### config.mk
export PLATFORM = sky130hd
export DESIGN_NAME = sactc_ctrl
export DESIGN_NICKNAME = d
export VERILOG_FILES = /design/src/rtl/core/sactc_pkg.sv /design/src/rtl/core/sactc_ctrl.sv
export SDC_FILE = /design/constraint.sdc
export NUM_CORES = 1
export LEC_CHECK = 0
export ABC_CLOCK_PERIOD_IN_PS = 1900
export BUFFER_PORTS_ARGS = -buffer_cell sky130_fd_sc_hd__buf_2
export CAP_MARGIN = 10
export CORE_AREA = 2 2 39 41
export CTS_CLUSTER_DIAMETER = 100
export CTS_CLUSTER_SIZE = 12
export DETAILED_ROUTE_END_ITERATION = 8
export DIE_AREA = 0 0 41 43
export GPL_TIMING_DRIVEN = 1
export PLACE_DENSITY_LB_ADDON = 0.05
export SYNTH_ARGS = -nofsm -noshare
export SYNTH_HDL_FRONTEND = slang
export SYNTH_SLANG_ARGS = --single-unit
### constraint.sdc
create_clock -name aclk -period 1.9 [get_ports aclk]
set_clock_uncertainty 0.15 [all_clocks]
set_input_delay 0.19 -clock aclk [delete_from_list [all_inputs] [get_ports aclk]]
set_output_delay 0.19 -clock aclk [all_outputs]
set_load 0.01 [all_outputs]
### src/rtl/core/sactc_pkg.sv
// ----------------------------------------------------------------------------
// sactc_pkg
// Shared types and constants of the set-associative cache tag controller.
// ----------------------------------------------------------------------------
`default_nettype none

package sactc_pkg;

    localparam int CFG_IDX_W  = 2;
    localparam int CFG_DATA_W = 4;

    // register indexes
    localparam logic [CFG_IDX_W-1:0] REG_REPLACE = 2'd0;
    localparam logic [CFG_IDX_W-1:0] REG_WRITE   = 2'd1;
    localparam logic [CFG_IDX_W-1:0] REG_ASSOC   = 2'd2;
    localparam logic [CFG_IDX_W-1:0] REG_OFFSET  = 2'd3;

    // replacement policy codes
    localparam logic [1:0] POL_LRU  = 2'd0;
    localparam logic [1:0] POL_RAND = 2'd1;
    localparam logic [1:0] POL_TREE = 2'd2;

    // associativity codes
    localparam logic [1:0] ASSOC_DIRECT = 2'd0;
    localparam logic [1:0] ASSOC_FOUR   = 2'd1;
    localparam logic [1:0] ASSOC_EIGHT  = 2'd2;

    localparam logic [1:0] RST_REPLACE = POL_LRU;
    localparam logic [1:0] RST_WRITE   = 2'd0;
    localparam logic [1:0] RST_ASSOC   = ASSOC_EIGHT;
    localparam logic [3:0] RST_OFFSET  = 4'd3;

    localparam logic [15:0] LFSR_SEED = 16'hACE1;

    localparam logic KIND_WRITE = 1'b1;

    typedef struct packed {
        logic clear_en;
        logic issue;
        logic commit;
    } cmd_t;

    typedef struct packed {
        logic clear_last;
        logic out_full;
    } status_t;

endpackage

`default_nettype wire

### src/rtl/core/sactc_ctrl.sv
// ----------------------------------------------------------------------------
// sactc_ctrl
// Sequencer: clearing pass after reset, then lookup and write-back per word.
// ----------------------------------------------------------------------------
`default_nettype none

module sactc_ctrl (
    input  wire logic              aclk,
    input  wire logic              aresetn,
    input  wire logic              s_tvalid,
    input  wire logic              m_tready,
    input  sactc_pkg::status_t     status,
    output logic                   s_tready,
    output sactc_pkg::cmd_t        cmd
);

    typedef enum logic [2:0] {
        ST_CLEAR = 3'b001,
        ST_IDLE  = 3'b010,
        ST_EVAL  = 3'b100
    } state_t;

    state_t state_reg, state_next;

    always_ff @(posedge aclk) begin
        if (!aresetn) begin
            state_reg <= ST_CLEAR;
        end else begin
            state_reg <= state_next;
        end
    end

    always_comb begin
        state_next = state_reg;
        cmd        = '0;
        s_tready   = 1'b0;
        unique case (state_reg)
            ST_CLEAR: begin
                cmd.clear_en = 1'b1;
                if (status.clear_last) state_next = ST_IDLE;
            end
            ST_IDLE: begin
                s_tready = 1'b1;
                if (s_tvalid) begin
                    cmd.issue  = 1'b1;
                    state_next = ST_EVAL;
                end
            end
            ST_EVAL: begin
                // wait until the output register can take the result
                if (!status.out_full || m_tready) begin
                    cmd.commit = 1'b1;
                    state_next = ST_IDLE;
                end
            end
            default: begin
                state_next = ST_CLEAR;
            end
        endcase
    end

endmodule

`default_nettype wire

==> flow_summary_export.csv <==
group,metric,value,unit
status,status,"completed",
cts,clock_path_buffers,2,
sta,hold_viol_final,0,
critical_path,reg2reg_to,"state_reg[2]",
place,dp_cells,46,
route,drt_pass1_iterations,2,
floorplanning,core_area,1380,um2
critical_path,critical_path_class,"flop to primary output",
critical_path,max_stage_delay,0.47,ns
sta,max-slew-margin-rel,80.9,%
sta,drv_slew,0,
cts,cts.sinks,3,
critical_path,crit_path_max_fanout,8,
synthesis,synth_edf_count,0,
synthesis,synth_top_cell_area_share,32.7,%
critical_path,startpoint,"state_reg[0]",
critical_path,cp.depth,2,
grt,grt_max_degree,9,
power,clock_power_share,50.5,%
final_layout,area_growth_syn_to_layout,46.9,%
critical_path,start_kind,"flop",
sta,rsz0062_at_grt,"no",
final_layout,diodes,0,
cts,cts_setup_buffers,0,
critical_path,reg2reg_slack,0.69,ns
critical_path,crit_slowest_cell,"dfxtp_1",
synthesis,ys_seq_area_share,32.7,%
final_layout,largest_register_ffs,3,
worst_hold_path,hold_start,"aresetn",
synthesis,synth_warnings,0,
sta,tns,0,ns
final_layout,mostFrequentLayoutCell,"buf_2",
floorplanning,ios,10,
synthesis,yosys.area.top_type,"dfxtp_1",
final_layout,final_cells,50,
route,drt-initial-drc-count,1,
final_layout,final_core_util,19.5,%
synthesis,synth-async-reset-ratio,0,%
critical_path,path_cells,"nor3b_2, buf_2",
place,gp_congestion,0.574,
grt,first_global_vias,194,
route,finalWirelength,452,um
route,dr_total_vias,188,
synthesis,ys_ff_latch,3,
route,avgViaCountPerCell,3.76,
critical_path,crit_path_end,"cmd[2]",
grt,overflow,0,
cts,cts_tree,"yes",
route,drc,0,
power,p_switching,0.0531,mW
route,avgRoutedWirePerCell,9.04,um
power,p_sw_share,24.5,%
cts,root_buffer,"clkbuf_4",
floorplanning,fp.dieW,41,um
grt,grt_pass1_wl,765,um
final_layout,nFillCells,169,
cts,numCtsBuffers,3,
cts,clk_pin_slew,0.03,ns
cts,clock_latency,0.23,ns
critical_path,reg2reg_depth,3,
critical_path,critPathTopFamily,"flip-flops",
power,pwr-share-seq,33.9,%
power,combPwrFrac,15.6,%
power,ir_drop,181,uV
floorplanning,rows,14,
floorplanning,initial_core_util,13.3,%
critical_path,r2r_start,"state_reg[1]",
power,leakage,0.128,nW
worst_hold_path,hp-class,"primary input to flop",
sta,holdWs,0.0155,ns
sta,achievable-frequency,0.701,GHz
synthesis,synth_area,184,um2
critical_path,arrival,1.09,ns
critical_path,end_kind,"primary output",
place,dp_hpwl,376,um
sta,timing.final.ws_setup,0.474,ns
synthesis,syn-num-nets,28,
critical_path,cp_num_buf_inv,1,
synthesis,synth_cell_type_count,15,
critical_path,worstPathRequired,1.56,ns
synthesis,synth-main-ff-cell,"dfxtp_1",
synthesis,syn_inst,22,
sta,timing_worst_slew_pin_value,0.286,ns
grt,grt_use_total,6.83,%
sta,setup_viol_count_final,0,
cts,cts_resized,0,
place,dp_slack,0.682,ns
run,maxCapViolCount,0,
synthesis,avgSynthCellArea,8.36,um2
grt,antenna_found_initial,0,
synthesis,synthTopCellsByArea,"dfxtp_1 (33%), nor3b_2 (14%), nand2b_1 (6.8%), inv_1 (6.1%), nor3_1 (5.4%)",
final_layout,drive_gt1_share,41.2,%
place,port_buffers,9,
power,p_int,0.164,mW
cts,htreeDepth,1,
final_layout,final_cell_mix,"buf_2 (9), inv_1 (3), clkbuf_4 (3), dfxtp_1 (3)",
sta,period_share,75.1,%
floorplanning,die-area,1760,um2
route,drtAntennaViolNets,0,
final_layout,fin_nets,41,
cts,cts_hold_buf,0,
sta,period_minus_slack,1.43,ns
floorplanning,die_h,43,um
power,cellPowerDensity,804,nW/um2
-- cells in the mapped netlist, drive strengths merged, types with 2 or more instances --
| library cell | n |
|---|---|
| nor3 | 2 |
| nor3b | 2 |
| inv | 3 |
| nand2b | 2 |
| dfxtp | 3 |
-- final cells by class --
type | count | area, um2 | share of cell area [%]
Inverter | 3 | 11.3 | 4.17
Timing Repair Buffer | 9 | 45.0 | 16.7
Clock buffer | 4 | 26.3 | 9.72
Tap cell | 16 | 20.0 | 7.41
Sequential cell | 3 | 60.1 | 22.2
Multi-Input combinational cell | 15 | 108 | 39.8
-- worst reg2reg max path: cells and delay by family (launching register included) --
kind             cells  cell delay [ns]
AND/OR/NAND/NOR      2             0.35
AO/OA/AOI/OAI        1             0.32
flip-flops           1             0.32
-- power groups by stage --
| stage | clock network, mW | logic, mW | registers (mW) |
|---|---|---|---|
| floorplan | 0 | 0.0251 | 0.0705 |
| global placement | 0 | 0.0351 | 0.0746 |
| detailed placement | 0 | 0.0348 | 0.0745 |
| CTS | 0.118 | 0.0349 | 0.0735 |
| global route | 0.120 | 0.0392 | 0.0746 |
| finish | 0.110 | 0.0338 | 0.0737 |
-- through the flow --
step / total power [mW] / instance area, um2
6_report: 0.217 / 270
5_1_grt: 0.233 / 270
4_1_cts: 0.226 / 270
3_5_place_dp: 0.109 / 244
3_3_place_gp: 0.110 / 244
2_1_floorplan: 0.0956 / 184
-- worst min-delay path by stage --
stage,end,slack [ns],depth (start not counted)
2_1_floorplan,state_reg[0],0.12,1
3_3_place_gp,state_reg[0],0.26,2
3_5_place_dp,state_reg[0],0.25,2
4_1_cts,state_reg[0],0.006,2
5_1_grt,state_reg[0],0.04,2
6_report,state_reg[0],0.02,2
-- cells by family (layout without fill, tap and decap cells) --
| group | after synthesis | count (layout) | share of synthesized area, % |
|---|---|---|---|
| AO/OA/AOI/OAI | 6 | 6 | 23.8 |
| buffers and inverters | 4 | 16 | 8.84 |
| flip-flops | 3 | 3 | 32.7 |
| AND/OR/NAND/NOR | 9 | 9 | 34.7 |
-- per-layer routing --
metal | track usage [%] | wire length, um | vias up
li1 | - | - | 100
met1 | 7.40 | 179 | 83
met2 | 9.38 | 243 | 5
met3 | 1.57 | 29 | 0
met4 | 8.00 | 0 | 0
met5 | 0 | 0 | -
No activity file was read; power rests on OpenSTA's default activity.
